`src/hdl/mip_pkg.sv`:
```
// Shared types, codes and helpers for the MIDI input parser.
// No dependencies; used by the front, queue, back, top, checker and testbench.
package mip_pkg;

  // default depth of the job queue between front and back
  localparam int QUEUE_DEPTH = 4;

  // result kinds
  typedef enum logic [2:0] {
    KIND_RT   = 3'd0,
    KIND_RAW  = 3'd1,
    KIND_NOTE = 3'd2,
    KIND_CTRL = 3'd3,
    KIND_PROG = 3'd4,
    KIND_PRES = 3'd5,
    KIND_BEND = 3'd6
  } kind_t;

  // upper nibble of a status byte
  localparam logic [3:0] ST_NOTE_OFF = 4'h8;
  localparam logic [3:0] ST_NOTE_ON  = 4'h9;
  localparam logic [3:0] ST_POLY     = 4'hA;
  localparam logic [3:0] ST_CTRL     = 4'hB;
  localparam logic [3:0] ST_PROG     = 4'hC;
  localparam logic [3:0] ST_PRES     = 4'hD;
  localparam logic [3:0] ST_BEND     = 4'hE;
  localparam logic [3:0] ST_SYSTEM   = 4'hF;

  // one queued job: a realtime byte or a completed message
  typedef struct packed {
    logic       is_rt;
    logic [7:0] status;   // realtime byte or message status
    logic [6:0] d0;       // first data byte
    logic [6:0] d1;       // second data byte
    logic [1:0] ndata;    // data bytes in the message, 1 or 2
  } job_t;

  // queue status seen by front and back
  typedef struct packed {
    logic full;
    logic empty;
  } q_stat_t;

  // message length in bytes, status included
  function automatic logic [1:0] msg_len(input logic [7:0] status);
    logic [1:0] len;
    case (status[7:4])
      ST_NOTE_OFF, ST_NOTE_ON, ST_POLY, ST_CTRL, ST_BEND: len = 2'd3;
      ST_PROG, ST_PRES:                                   len = 2'd2;
      default:                                            len = 2'd1;
    endcase
    return len;
  endfunction

endpackage

```
`src/hdl/mip_ifs.sv`:
```
// Channel interfaces of the MIDI input parser: input bytes, results, config.
// No dependencies.
interface midi_in_if;
  logic       valid;
  logic       ready;
  logic [7:0] midi_byte;
  modport source (output valid, output midi_byte, input ready);
  modport sink   (input valid, input midi_byte, output ready);
endinterface

interface midi_out_if;
  logic        valid;
  logic        ready;
  logic [2:0]  event_kind;
  logic [13:0] main_value;
  logic [6:0]  aux_value;
  logic [3:0]  channel;
  logic        last_of_run;
  modport source (output valid, output event_kind, output main_value, output aux_value,
                  output channel, output last_of_run, input ready);
  modport sink   (input valid, input event_kind, input main_value, input aux_value,
                  input channel, input last_of_run, output ready);
endinterface

interface midi_cfg_if;
  logic valid;
  logic ready;
  logic input_enable;
  modport source (output valid, output input_enable, input ready);
  modport sink   (input valid, input input_enable, output ready);
endinterface

```
`src/hdl/mip_front.sv`:
```
// Front end: takes MIDI bytes, tracks running status and collects messages.
// Depends on mip_pkg and the channel interfaces; feeds mip_queue.
module mip_front (
  input  logic            clk,
  input  logic            rst_n,
  midi_in_if.sink         in_ch,
  midi_cfg_if.sink        cfg_ch,
  input  mip_pkg::q_stat_t q_stat,
  output logic            push,
  output mip_pkg::job_t   push_job
);

  logic       en_r;
  logic [7:0] cur_r, cur_nxt;
  logic [7:0] run_r, run_nxt;
  logic [1:0] bc_r, bc_nxt;
  logic [1:0] exp_r, exp_nxt;
  logic [6:0] ds0_r, ds1_r;

  logic       acc, is_rt, is_st, is_data;
  logic [7:0] cur_eff;
  logic [1:0] bc_eff, exp_eff, bc_inc;
  logic       have_st, done, wr0, wr1;

  assign in_ch.ready  = !q_stat.full;
  assign cfg_ch.ready = 1'b1;

  assign acc     = in_ch.valid && in_ch.ready && en_r;
  assign is_rt   = &in_ch.midi_byte[7:3];
  assign is_st   = in_ch.midi_byte[7] && !is_rt;
  assign is_data = !in_ch.midi_byte[7];

  // effective message state for a data byte, restarting from running status
  always_comb begin
    cur_eff = cur_r;
    exp_eff = exp_r;
    bc_eff  = bc_r;
    have_st = 1'b1;
    if (cur_r == 8'h00) begin
      if (run_r == 8'h00) begin
        have_st = 1'b0;
      end else begin
        cur_eff = run_r;
        exp_eff = mip_pkg::msg_len(run_r);
        bc_eff  = 2'd1;
      end
    end
    if (bc_eff == 2'd0) begin
      bc_eff = 2'd1;
    end
    bc_inc = (bc_eff != 2'd3) ? bc_eff + 2'd1 : bc_eff;
    done   = (bc_inc >= exp_eff);
  end

  assign wr0 = acc && is_data && have_st && (bc_eff == 2'd1);
  assign wr1 = acc && is_data && have_st && (bc_eff == 2'd2);

  // parse state update
  always_comb begin
    cur_nxt = cur_r;
    run_nxt = run_r;
    bc_nxt  = bc_r;
    exp_nxt = exp_r;
    if (acc && is_st) begin
      cur_nxt = in_ch.midi_byte;
      run_nxt = in_ch.midi_byte;
      bc_nxt  = 2'd1;
      exp_nxt = mip_pkg::msg_len(in_ch.midi_byte);
    end else if (acc && is_data && have_st) begin
      cur_nxt = cur_eff;
      exp_nxt = exp_eff;
      if (!done) begin
        bc_nxt = bc_inc;
      end else if (cur_eff[7:4] == mip_pkg::ST_SYSTEM) begin
        cur_nxt = 8'h00;
        run_nxt = 8'h00;
        bc_nxt  = 2'd0;
        exp_nxt = 2'd0;
      end else begin
        bc_nxt = 2'd1;
      end
    end
  end

  // job toward the back end; data written this cycle is bypassed
  always_comb begin
    push_job.is_rt  = is_rt;
    push_job.status = is_rt ? in_ch.midi_byte : cur_eff;
    push_job.d0     = (bc_eff == 2'd1) ? in_ch.midi_byte[6:0] : ds0_r;
    push_job.d1     = (bc_eff == 2'd2) ? in_ch.midi_byte[6:0] : ds1_r;
    push_job.ndata  = bc_inc - 2'd1;
  end

  assign push = acc && (is_rt || (is_data && have_st && done));

  always_ff @(posedge clk) begin
    if (!rst_n) begin
      en_r  <= 1'b1;
      cur_r <= 8'h00;
      run_r <= 8'h00;
      bc_r  <= 2'd0;
      exp_r <= 2'd0;
    end else begin
      if (cfg_ch.valid) begin
        en_r <= cfg_ch.input_enable;
      end
      cur_r <= cur_nxt;
      run_r <= run_nxt;
      bc_r  <= bc_nxt;
      exp_r <= exp_nxt;
    end
  end

  // data store, no reset
  always_ff @(posedge clk) begin
    if (wr0) begin
      ds0_r <= in_ch.midi_byte[6:0];
    end
    if (wr1) begin
      ds1_r <= in_ch.midi_byte[6:0];
    end
  end

endmodule

```
`src/hdl/mip_queue.sv`:
```
// Short job queue between the front and back ends of the MIDI parser.
// Depends on mip_pkg.
module mip_queue #(
  parameter int DEPTH = mip_pkg::QUEUE_DEPTH
) (
  input  logic             clk,
  input  logic             rst_n,
  input  logic             push,
  input  mip_pkg::job_t    push_job,
  input  logic             pop,
  output mip_pkg::job_t    head,
  output mip_pkg::q_stat_t q_stat
);

  localparam int PW = (DEPTH > 1) ? $clog2(DEPTH) : 1;
  localparam int CW = $clog2(DEPTH + 1);
  localparam logic [PW-1:0] LAST_PTR = PW'(DEPTH - 1);

  mip_pkg::job_t slot_r [DEPTH];
  logic [PW-1:0] wp_r, wp_nxt;
  logic [PW-1:0] rp_r, rp_nxt;
  logic [CW-1:0] cnt_r, cnt_nxt;

  assign q_stat.full  = (cnt_r == CW'(DEPTH));
  assign q_stat.empty = (cnt_r == '0);
  assign head         = slot_r[rp_r];

  // pointer and fill count update
  always_comb begin
    wp_nxt  = wp_r;
    rp_nxt  = rp_r;
    cnt_nxt = cnt_r;
    if (push) begin
      wp_nxt = (wp_r == LAST_PTR) ? '0 : wp_r + 1'b1;
    end
    if (pop) begin
      rp_nxt = (rp_r == LAST_PTR) ? '0 : rp_r + 1'b1;
    end
    if (push && !pop) begin
      cnt_nxt = cnt_r + 1'b1;
    end else if (pop && !push) begin
      cnt_nxt = cnt_r - 1'b1;
    end
  end

  always_ff @(posedge clk) begin
    if (!rst_n) begin
      wp_r  <= '0;
      rp_r  <= '0;
      cnt_r <= '0;
    end else begin
      wp_r  <= wp_nxt;
      rp_r  <= rp_nxt;
      cnt_r <= cnt_nxt;
    end
  end

  // storage
  always_ff @(posedge clk) begin
    if (push) begin
      slot_r[wp_r] <= push_job;
    end
  end

endmodule

```
`src/hdl/mip_back.sv`:
```
// Back end: expands each queued job into realtime, raw-byte and decoded results.
// Depends on mip_pkg and the result interface; drains mip_queue.
module mip_back (
  input  logic             clk,
  input  logic             rst_n,
  input  mip_pkg::job_t    head,
  input  mip_pkg::q_stat_t q_stat,
  output logic             pop,
  midi_out_if.source       out_ch
);

  logic        out_valid_r;
  logic [2:0]  kind_r;
  logic [13:0] main_r;
  logic [6:0]  aux_r;
  logic [3:0]  chan_r;
  logic        last_r;

  logic [1:0]  step_r, step_nxt;

  logic           load, take, has_dec, is_last;
  logic [1:0]     last_step;
  logic [3:0]     mtype;
  mip_pkg::kind_t kind_c;
  logic [13:0]    main_c;
  logic [6:0]     aux_c;
  logic [3:0]     chan_c;

  assign mtype   = head.status[7:4];
  assign has_dec = (mtype == mip_pkg::ST_NOTE_OFF) || (mtype == mip_pkg::ST_NOTE_ON) ||
                   (mtype == mip_pkg::ST_CTRL) || (mtype == mip_pkg::ST_PROG) ||
                   (mtype == mip_pkg::ST_PRES) || (mtype == mip_pkg::ST_BEND);

  // index of the final result of this job
  assign last_step = head.is_rt ? 2'd0 : head.ndata + {1'b0, has_dec};
  assign is_last   = (step_r == last_step);

  assign load = !out_valid_r || out_ch.ready;
  assign take = load && !q_stat.empty;
  assign pop  = take && is_last;

  // result for the current step of the head job
  always_comb begin
    kind_c = mip_pkg::KIND_RAW;
    main_c = {6'b0, head.status};
    aux_c  = '0;
    chan_c = head.status[3:0];
    if (head.is_rt) begin
      kind_c = mip_pkg::KIND_RT;
      chan_c = '0;
    end else if (step_r == 2'd0) begin
      kind_c = mip_pkg::KIND_RAW;
    end else if (step_r <= head.ndata) begin
      main_c = {7'b0, (step_r == 2'd1) ? head.d0 : head.d1};
    end else begin
      case (mtype)
        mip_pkg::ST_NOTE_OFF: begin
          kind_c = mip_pkg::KIND_NOTE;
          main_c = {7'b0, head.d0};
        end
        mip_pkg::ST_NOTE_ON: begin
          kind_c = mip_pkg::KIND_NOTE;
          main_c = {7'b0, head.d0};
          aux_c  = head.d1;
        end
        mip_pkg::ST_CTRL: begin
          kind_c = mip_pkg::KIND_CTRL;
          main_c = {7'b0, head.d1};
          aux_c  = head.d0;
        end
        mip_pkg::ST_PROG: begin
          kind_c = mip_pkg::KIND_PROG;
          main_c = {7'b0, head.d0};
        end
        mip_pkg::ST_PRES: begin
          kind_c = mip_pkg::KIND_PRES;
          main_c = {7'b0, head.d0};
        end
        mip_pkg::ST_BEND: begin
          kind_c = mip_pkg::KIND_BEND;
          main_c = {head.d1, head.d0};
        end
        default: begin
          kind_c = mip_pkg::KIND_RAW;
        end
      endcase
    end
  end

  // step counter within the head job
  always_comb begin
    step_nxt = step_r;
    if (take) begin
      step_nxt = is_last ? 2'd0 : step_r + 2'd1;
    end
  end

  always_ff @(posedge clk) begin
    if (!rst_n) begin
      out_valid_r <= 1'b0;
      step_r      <= 2'd0;
    end else begin
      step_r <= step_nxt;
      if (load) begin
        out_valid_r <= !q_stat.empty;
      end
    end
  end

  // output register
  always_ff @(posedge clk) begin
    if (take) begin
      kind_r <= kind_c;
      main_r <= main_c;
      aux_r  <= aux_c;
      chan_r <= chan_c;
      last_r <= is_last;
    end
  end

  assign out_ch.valid       = out_valid_r;
  assign out_ch.event_kind  = kind_r;
  assign out_ch.main_value  = main_r;
  assign out_ch.aux_value   = aux_r;
  assign out_ch.channel     = chan_r;
  assign out_ch.last_of_run = last_r;

endmodule

```
`src/hdl/midi_input_parser_top.sv`:
```
// Top level of the MIDI input parser: front end, job queue, back end.
// Depends on mip_pkg, the channel interfaces, mip_front, mip_queue, mip_back.
//
//   channel  dir  payload                                         transfer when
//   in_ch    in   midi_byte[7:0]                                  valid && ready
//   out_ch   out  event_kind, main_value, aux_value, channel,    valid && ready
//                 last_of_run
//   cfg_ch   in   input_enable                                    valid && ready
//
// A byte is classified in the cycle it is taken; ready drops only while the queue is full.
// Results leave one per cycle from the output register while out_ch is ready: 1 for a
// realtime byte, 2 to 4 for a completed message.
// A byte that completes nothing produces no result.
// Reset is synchronous: queue empty, no status, input enabled. cfg_ch is always ready.
// A stall on out_ch holds the back end; the queue lets the front keep taking bytes.
module midi_input_parser_top #(
  parameter int QUEUE_DEPTH = mip_pkg::QUEUE_DEPTH
) (
  input  logic       clk,
  input  logic       rst_n,
  midi_in_if.sink    in_ch,
  midi_out_if.source out_ch,
  midi_cfg_if.sink   cfg_ch
);

  logic             push, pop;
  mip_pkg::job_t    push_job, head;
  mip_pkg::q_stat_t q_stat;

  mip_front u_front (
    .clk      (clk),
    .rst_n    (rst_n),
    .in_ch    (in_ch),
    .cfg_ch   (cfg_ch),
    .q_stat   (q_stat),
    .push     (push),
    .push_job (push_job)
  );

  mip_queue #(
    .DEPTH (QUEUE_DEPTH)
  ) u_queue (
    .clk      (clk),
    .rst_n    (rst_n),
    .push     (push),
    .push_job (push_job),
    .pop      (pop),
    .head     (head),
    .q_stat   (q_stat)
  );

  mip_back u_back (
    .clk    (clk),
    .rst_n  (rst_n),
    .head   (head),
    .q_stat (q_stat),
    .pop    (pop),
    .out_ch (out_ch)
  );

endmodule

```
`src/flat_wrapper.sv`:
```
// flat-port wrapper written by rule: the top's interface ports become plain ports
module midi_input_parser_top_flat 
#(
  parameter int QUEUE_DEPTH = mip_pkg::QUEUE_DEPTH
)
  (clk, rst_n, in_ch_valid, in_ch_midi_byte, in_ch_ready, out_ch_valid, out_ch_event_kind, out_ch_main_value, out_ch_aux_value, out_ch_channel, out_ch_last_of_run, out_ch_ready, cfg_ch_valid, cfg_ch_input_enable, cfg_ch_ready);
  midi_in_if in_ch_i ();
  midi_out_if out_ch_i ();
  midi_cfg_if cfg_ch_i ();
  input  logic clk;
  input  logic rst_n;
  input wire logic [$bits(in_ch_i.valid)-1:0] in_ch_valid;
  input wire logic [$bits(in_ch_i.midi_byte)-1:0] in_ch_midi_byte;
  output wire logic [$bits(in_ch_i.ready)-1:0] in_ch_ready;
  output wire logic [$bits(out_ch_i.valid)-1:0] out_ch_valid;
  output wire logic [$bits(out_ch_i.event_kind)-1:0] out_ch_event_kind;
  output wire logic [$bits(out_ch_i.main_value)-1:0] out_ch_main_value;
  output wire logic [$bits(out_ch_i.aux_value)-1:0] out_ch_aux_value;
  output wire logic [$bits(out_ch_i.channel)-1:0] out_ch_channel;
  output wire logic [$bits(out_ch_i.last_of_run)-1:0] out_ch_last_of_run;
  input wire logic [$bits(out_ch_i.ready)-1:0] out_ch_ready;
  input wire logic [$bits(cfg_ch_i.valid)-1:0] cfg_ch_valid;
  input wire logic [$bits(cfg_ch_i.input_enable)-1:0] cfg_ch_input_enable;
  output wire logic [$bits(cfg_ch_i.ready)-1:0] cfg_ch_ready;
  assign in_ch_i.valid = in_ch_valid;
  assign in_ch_i.midi_byte = in_ch_midi_byte;
  assign in_ch_ready = in_ch_i.ready;
  assign out_ch_valid = out_ch_i.valid;
  assign out_ch_event_kind = out_ch_i.event_kind;
  assign out_ch_main_value = out_ch_i.main_value;
  assign out_ch_aux_value = out_ch_i.aux_value;
  assign out_ch_channel = out_ch_i.channel;
  assign out_ch_last_of_run = out_ch_i.last_of_run;
  assign out_ch_i.ready = out_ch_ready;
  assign cfg_ch_i.valid = cfg_ch_valid;
  assign cfg_ch_i.input_enable = cfg_ch_input_enable;
  assign cfg_ch_ready = cfg_ch_i.ready;
  midi_input_parser_top #(.QUEUE_DEPTH(QUEUE_DEPTH)) u_core (.clk(clk), .rst_n(rst_n), .in_ch(in_ch_i), .out_ch(out_ch_i), .cfg_ch(cfg_ch_i));
endmodule
```
`config.mk`:
```
export PLATFORM = sky130hd
export DESIGN_NAME = midi_input_parser_top_flat
export DESIGN_NICKNAME = d
export VERILOG_FILES = /design/src/hdl/mip_pkg.sv /design/src/hdl/mip_ifs.sv /design/src/hdl/mip_front.sv /design/src/hdl/mip_queue.sv /design/src/hdl/mip_back.sv /design/src/hdl/midi_input_parser_top.sv /design/src/flat_wrapper.sv
export SDC_FILE = /design/constraint.sdc
export NUM_CORES = 1
export LEC_CHECK = 0
export BUFFER_PORTS_ARGS = -buffer_cell sky130_fd_sc_hd__buf_4
export CORE_ASPECT_RATIO = 1.1
export CORE_MARGIN = 2
export CORE_UTILIZATION = 55
export DETAILED_ROUTE_END_ITERATION = 6
export GPL_TIMING_DRIVEN = 0
export PLACE_DENSITY_LB_ADDON = 0.2
export SKIP_CTS_REPAIR_TIMING = 1
export SYNTH_ARGS = -nofsm -noshare
export SYNTH_HDL_FRONTEND = slang
export SYNTH_SLANG_ARGS = --single-unit
```
`constraint.sdc`:
```
create_clock -name clk -period 4.1 [get_ports clk]
set_input_delay 0.205 -clock clk [delete_from_list [all_inputs] [get_ports clk]]
set_output_delay 0.205 -clock clk [all_outputs]
set_load 0.03 [all_outputs]
```
==> results of run 1 <==
==> power by group <==
part / internal (uW) / total [uW] / leakage (uW) / switching, uW
sequential: 2260 / 2350 / 0.00159 / 98.1
clock: 993 / 1630 / 0.000298 / 640
combinational: 685 / 1770 / 0.00122 / 1080
total: 3930 / 5750 / 0.00311 / 1820
==> worst paths after layout <==
path / end / slack (ns) / cells past startpoint
setup / recovery: u_core.u_queue.cnt_r[2]$_SDFFE_PN0P_ / 0.06 / 16
hold reg to reg: u_core.u_front.bc_r[1]$_SDFFE_PP0P_ / 0.46 / 2
hold / removal: u_core.u_front.en_r$_SDFFE_PN1P_ / 0.01 / 3
setup reg to reg: u_core.u_queue.cnt_r[2]$_SDFFE_PN0P_ / 0.06 / 16
==> cell usage in the layout (no fill, tap or decap), types with 5 or more instances in the layout <==
cell type / synthesis / routed
edfxtp_1: 143 / 143
buf_4: 1 / 45
nand2_1: 38 / 37
mux4_2: 32 / 32
dfxtp_1: 33 / 32
a21oi_1: 27 / 27
nor2_1: 25 / 25
o21ai_0: 22 / 22
inv_1: 18 / 18
clkbuf_16: 0 / 17
mux2_2: 15 / 15
clkbuf_1: 13 / 14
a22o_1: 13 / 13
mux2i_1: 12 / 12
ha_1: 13 / 12
nand2b_1: 8 / 8
nor3_1: 7 / 7
nand3_1: 7 / 7
and2_1: 11 / 7
nor2b_1: 6 / 6
a22oi_1: 6 / 6
or3_1: 5 / 5
a31oi_1: 5 / 5
a221o_1: 5 / 5
==> cells by family after synthesis <==
group	share of synthesized area [%]
flops	63.4
simple gates	8.07
compound gates	9.33
mux	13.6
buf+inv	2.38
fa+ha+maj	2.34
xor+xnor	0.880
other cells	0.0480
==> worst max-delay path: cells and delay by family, from the launching register on <==
| kind | cells | cell delay [ns] |
|---|---|---|
| buffers and inverters | 4 | 0.65 |
| multiplexers | 1 | 0.57 |
| XOR/XNOR | 3 | 0.52 |
| adder cells (fa/ha/maj) | 3 | 0.88 |
| AO/OA/AOI/OAI | 3 | 0.45 |
| AND/OR/NAND/NOR | 2 | 0.49 |
| flip-flops | 1 | 0.39 |
==> layout make-up <==
cell class | instances | share of cell area [%]
sequential | 176 | 54.9
clock buffer | 20 | 5.06
multi-input combinational | 313 | 29.9
timing repair buffer | 44 | 3.66
clock inverter | 12 | 1.72
buffer | 24 | 1.45
tap | 188 | 2.60
inverter | 19 | 0.789
==> metal layers <==
layer,share of wire (%),up-vias,GRT usage (%)
met3,5.0,19,4.80
met4,1.8,0,9.07
met2,52,165,38.5
li1,-,2208,-
met5,0,-,0
met1,42,2354,26.9
==> sequential cells by signal, indices dropped and copies added, names as in the netlist, named ones only <==
| register | cells |
|---|---|
| u_core.u_back.out_ch.aux_value | 7 |
| u_core.u_back.out_ch.channel | 4 |
| u_core.u_back.out_ch.event_kind | 3 |
| u_core.u_back.out_ch.last_of_run | 1 |
| u_core.u_back.out_ch.main_value | 14 |
| u_core.u_back.out_ch.valid | 1 |
| u_core.u_back.step_r | 2 |
| u_core.u_front.bc_r | 2 |
| u_core.u_front.cur_r | 8 |
| u_core.u_front.ds0_r | 7 |
| u_core.u_front.ds1_r | 7 |
| u_core.u_front.en_r | 1 |
| u_core.u_front.exp_r | 2 |
| u_core.u_front.run_r | 8 |
| u_core.u_queue.cnt_r | 3 |
| u_core.u_queue.rp_r | 2 |
| u_core.u_queue.slot_r | 100 |
| u_core.u_queue.wp_r | 2 |
==> synthesized netlist by cell type (5+ instances only) <==
master    instances
or3_1             5
a22oi_1           6
a221o_1           5
nand3_1           7
buf_2             5
o21ai_0          22
mux2i_1          12
mux4_2           32
a21oi_1          27
nand2b_1          8
nor2_1           25
mux2_2           15
dfxtp_1          33
nor2b_1           6
ha_1             13
and2_1           11
nor3_1            7
clkbuf_1         13
inv_1            18
nand2_1          38
edfxtp_1        143
a22o_1           13
a31oi_1           5
==> stage by stage <==
stage          hold WS, ns  TNS [ns]  worst slack, ns  utilization, %
2_1_floorplan        0.304         0            0.159               -
3_3_place_gp         0.424     -6.68           -0.429            60.5
3_5_place_dp         0.448     -8.81           -0.536            60.5
4_1_cts            0.00132    -10.76           -0.552            64.9
5_1_grt            0.00417    -0.172           -0.157            65.2
6_report            0.0127         0           0.0619            65.2
==> impl_metrics.env, run 1 <==
export IMPL_status="finished clean"
export IMPL_worstSetupStartpointType="flip-flop"
export IMPL_ys_ff_latch=176
export IMPL_place_hpwl_mm=11.3
export IMPL_drc=0
export IMPL_num_antenna_cells=0
export IMPL_skew_ns=0.00981
export IMPL_final_max_slew_violation_count=0
export IMPL_fill_cells=1048
export IMPL_clk_root_buffer_cell="clkbuf_16"
export IMPL_peakVddDrop_uv=283
export IMPL_grt_overflow=0
export IMPL_cp_data_required_time_ns=4.44
export IMPL_synth_flop_cell="edfxtp_1"
export IMPL_vias_per_cell=5.96
export IMPL_grt_max_degree=31
export IMPL_die_y_um=129
export IMPL_crit_path_end_kind="flip-flop"
export IMPL_stdcell_count=796
export IMPL_dp_cells=763
export IMPL_slew_limit_headroom_pct=31.2
export IMPL_rsz0062_at_grt="true"
export IMPL_fin_crit_ns=4.04
export IMPL_crit_type="reg2reg"
export IMPL_coreArea_um2=13900
export IMPL_arrival_ns=4.38
export IMPL_floorplan_die_area_um2=15200
export IMPL_grt_pass1_wl_mm=25.0
export IMPL_ys_seq_area_share_pct=63.4
export IMPL_min_path_type="in2reg"
export IMPL_syn_cell_area_um2=7820
export IMPL_placed_area_um2=8380
export IMPL_synthToLayoutAreaGrowth_pct=15.5
export IMPL_antenna_left=0
export IMPL_drtIter0Drc=313
export IMPL_wl_per_cell_um=19.8
export IMPL_clk_path_buf_depth=2
export IMPL_path_clk_slew_ns=0.06
export IMPL_async_flop_share_pct=0
export IMPL_synthTopCellsByArea="edfxtp_1 (55%), mux4_2 (9.2%), dfxtp_1 (8.4%)"
export IMPL_syn_inst=531
export IMPL_cap_violations=0
export IMPL_hold_violations=0
export IMPL_worst_slew_pin_slew_ns=1.02
export IMPL_synth_edf_count=143
export IMPL_postSynthAreaPerCell_um2=14.7
export IMPL_clkSinkCount=176
export IMPL_cts_buffers=17
export IMPL_routed_wl_mm=15.8
export IMPL_yosys_area_top_type="edfxtp_1"
export IMPL_final_setup_viol_count=0
export IMPL_htreeDepth=4
export IMPL_tritoncts="yes"
export IMPL_layout_nets=623
export IMPL_track_usage_pct=22.0
export IMPL_vias=4746
export IMPL_critPathMaxStageDelay_ns=0.57
export IMPL_period_share_pct=98.5
export IMPL_die_w_um=118
export IMPL_hold_start="cfg_ch_input_enable"
export IMPL_rows=45
export IMPL_synth_top_area_share_pct=54.9
export IMPL_regArea_um2=4960
export IMPL_io_buffers=43
export IMPL_insertion_delay_ns=0.42
export IMPL_crit_slowest_cell="mux4_2"
export IMPL_cp_max_fo=10
export IMPL_first_pass_iters=5
export IMPL_powerDensity_nw_per_um2=637
export IMPL_multi_input_area_um2=2700
export IMPL_yosys_warnings=0
export IMPL_yosysUniqueCellTypes=65
export IMPL_p_leak_uw=0.00311
export IMPL_cp_cell_sequence="buf_6 > buf_8 > buf_6 > mux4_2 > ha_1 > xnor2_1 > xnor2_1 > o32a_1 > o32ai_2 > nand2_2 > ha_2 > inv_1 > fa_1 > xor2_1 > or3_1 > a21oi_1"
export IMPL_start_util_pct=56.4
export IMPL_drive_gt1_share_pct=24.2
export IMPL_fmax_mhz=248
export IMPL_power_total_uw=5750
export IMPL_grt_pass1_vias=4651
export IMPL_gp_congestion=0.844
export IMPL_fin_area_um2=9030
export IMPL_antenna_found_initial=0
export IMPL_io_pins=46
Power figures use the tool's default switching activity.
==> run 2: changes to the inputs <==
Settings changed: SYNTH_HIERARCHICAL set to 1.
==> impl_metrics.env, run 2 <==
export IMPL_placed_area_um2=8240
export IMPL_track_usage_pct=20.7
export IMPL_rsz0062_at_grt="true"
export IMPL_worst_slew_pin_slew_ns=1.11
export IMPL_ys_ff_latch=176
export IMPL_skew_ns=0.0114
export IMPL_first_pass_iters=4
export IMPL_final_setup_viol_count=1
export IMPL_hold_violations=0
export IMPL_grt_pass1_wl_mm=22.7
export IMPL_async_flop_share_pct=0
export IMPL_layout_nets=591
export IMPL_coreArea_um2=13700
export IMPL_cp_max_fo=10
export IMPL_syn_cell_area_um2=7670
export IMPL_cts_buffers=17
export IMPL_peakVddDrop_uv=332
export IMPL_place_hpwl_mm=9.69
export IMPL_yosys_area_top_type="edfxtp_1"
export IMPL_drc=0
export IMPL_worstSetupStartpointType="flip-flop"
export IMPL_synthTopCellsByArea="edfxtp_1 (56%), dfxtp_1 (8.6%), mux4_2 (5.9%)"
export IMPL_io_pins=46
export IMPL_fin_area_um2=8940
export IMPL_synth_common_cells="edfxtp_1 (143), dfxtp_1 (33), nor2_1 (27)"
export IMPL_num_antenna_cells=0
export IMPL_start_util_pct=55.8
export IMPL_reg2reg_slack_ns=-0.07
export IMPL_r2r_cells=18
export IMPL_crit_path_end="u_core/u_queue/cnt_r[2]$_SDFFE_PN0P_"
export IMPL_post_place_ws_ns=-0.360
export IMPL_grt_pass1_vias=4351
export IMPL_whs_ns=0.00452
export IMPL_drive_gt1_share_pct=26.8
export IMPL_p_leak_uw=0.00319
export IMPL_setup_ws_ns=-0.0698
export IMPL_crit_slowest_cell="mux4_2"
export IMPL_drtIter0Drc=288
export IMPL_gp_congestion=0.885
export IMPL_yosys_cell_count_top_type="edfxtp_1"
export IMPL_htreeDepth=4
export IMPL_min_path_type="in2reg"
export IMPL_final_max_slew_violation_count=0
export IMPL_synth_top_area_share_pct=56.0
export IMPL_yosys_warnings=6
export IMPL_synth_edf_count=143
export IMPL_vias=4431
export IMPL_antenna_left=0
export IMPL_arrival_ns=4.52
export IMPL_period_share_pct=102
export IMPL_cap_violations=0
export IMPL_power_total_uw=6040
export IMPL_clkSinkCount=176
export IMPL_clk_path_buf_depth=2
export IMPL_routed_wl_mm=14.3
export IMPL_floorplan_die_area_um2=14900
export IMPL_grt_overflow=0
export IMPL_insertion_delay_ns=0.43
export IMPL_wl_per_cell_um=18.7
export IMPL_cp_cell_sequence="buf_6 > buf_12 > mux4_2 > clkbuf_4 > nand3_1 > and2_1 > ha_2 > xor2_2 > o41ai_2 > nor3_4 > nor2_4 > inv_1 > ha_1 > inv_1 > fa_1 > xor2_1 > or3_1 > a21boi_0"
export IMPL_synthToLayoutAreaGrowth_pct=16.5
export IMPL_vias_per_cell=5.81
export IMPL_tritoncts="yes"
export IMPL_syn_inst=499
export IMPL_path_clk_slew_ns=0.07
export IMPL_synth_flop_cell="edfxtp_1"
export IMPL_status="finished with violations"
export IMPL_antenna_found_initial=0
export IMPL_postSynthAreaPerCell_um2=15.4
export IMPL_crit_type="reg2reg"
export IMPL_largest_reg_flops=100
export IMPL_final_common_cell="edfxtp_1"
export IMPL_reg2reg_to="u_core/u_queue/cnt_r[2]$_SDFFE_PN0P_"
export IMPL_crit_path_end_kind="flip-flop"
export IMPL_top_register="u_core/u_queue/slot_r"
export IMPL_io_buffers=44
export IMPL_fin_crit_ns=4.17
export IMPL_clk_root_buffer_cell="clkbuf_16"
export IMPL_die_y_um=128
export IMPL_tns_ns=-0.0698
export IMPL_mostFrequentLayoutCells="edfxtp_1 (143), buf_4 (50), dfxtp_1 (33)"
export IMPL_yosysUniqueCellTypes=73
export IMPL_die_w_um=117
export IMPL_cp_data_required_time_ns=4.45
export IMPL_crit_top_cell="inv_1"
export IMPL_fill_cells=1021
export IMPL_slew_limit_headroom_pct=26.2
export IMPL_violations="negative setup slack"
export IMPL_ys_seq_area_share_pct=64.6
export IMPL_powerDensity_nw_per_um2=675
export IMPL_rows=45
export IMPL_critPathMaxStageDelay_ns=0.61
export IMPL_fmax_mhz=240
export IMPL_grt_max_degree=33
[run 2: cell count changes after synthesis, sizes merged, moves of 4 or more]
cell	change
a211oi	+6
a21oi	-7
a22o	-6
a2bb2oi	+4
and2	+6
buf	+6
clkbuf	-8
mux4	-9
nand2	-16
nand3	-5
o21ai	-16
o22ai	+7
[run 2: stage by stage]
stage / utilization [%] / instances
after floorplan: - / 500
after global placement: 60.0 / 732
after detailed placement: 60.0 / 732
after CTS: 64.6 / 763
after global routing: 65.1 / 763
final: 65.1 / 763
[run 2: cells by family after synthesis]
kind of cell / after synthesis / share of synthesized area [%]
AO/OA/AOI/OAI: 87 / 8.68
XOR/XNOR: 5 / 0.767
adder cells (fa/ha/maj): 14 / 2.38
buffers and inverters: 45 / 3.21
flip-flops: 176 / 64.6
multiplexers: 54 / 11.7
other: 1 / 0.0489
AND/OR/NAND/NOR: 117 / 8.68
[run 2: critical path: cells and delay by family (launching register included)]
| kind | cells | cell delay [ns] |
|---|---|---|
| buffers and inverters | 5 | 0.76 |
| xor gates and xnor gates | 2 | 0.37 |
| and+or+nand+nor | 5 | 0.90 |
| DFF | 1 | 0.32 |
| muxes | 1 | 0.61 |
| adders and majority gates | 3 | 0.84 |
| AOI/OAI and AO/OA | 2 | 0.28 |
[run 2: final cells by class]
type / instances / area, um^2 / area share (%)
plain buffers: 21 / 160 / 1.79
clock buffers: 17 / 425 / 4.76
clock inverters: 14 / 203 / 2.27
inverters: 23 / 86.3 / 0.966
multi-input cells: 279 / 2540 / 28.4
flip-flops and latches: 176 / 4950 / 55.4
well taps: 188 / 235 / 2.63
repair buffers: 45 / 338 / 3.78
[run 2: routing by layer]
layer  vias up  routed length, um  track usage, %
li1       2078                  -               -
met1      2172               6030            26.3
met2       145               7120            33.7
met3        36                677            5.39
met4         0                467            9.13
met5         -                  0               0
[run 2: report_power, final]
| part | switching (uW) | internal (uW) |
|---|---|---|
| Sequential | 98.3 | 2280 |
| Combinational | 1170 | 810 |
| Clock | 658 | 1030 |
[run 2: how the worst min path moves through the flow]
stage                              startpoint                           endpoint  slack (ns)  cells after the start
after floorplan            in_ch_midi_byte[0]  u_core/u_front/ds0_r[0]$_DFFE_PP_        0.30                      0
after global placement    cfg_ch_input_enable   u_core/u_front/en_r$_SDFFE_PN1P_        0.43                      3
after detailed placement  cfg_ch_input_enable   u_core/u_front/en_r$_SDFFE_PN1P_        0.43                      3
after CTS                 cfg_ch_input_enable   u_core/u_front/en_r$_SDFFE_PN1P_       -0.01                      3
after global routing      cfg_ch_input_enable   u_core/u_front/en_r$_SDFFE_PN1P_        0.01                      3
final                     cfg_ch_input_enable   u_core/u_front/en_r$_SDFFE_PN1P_       0.005                      3
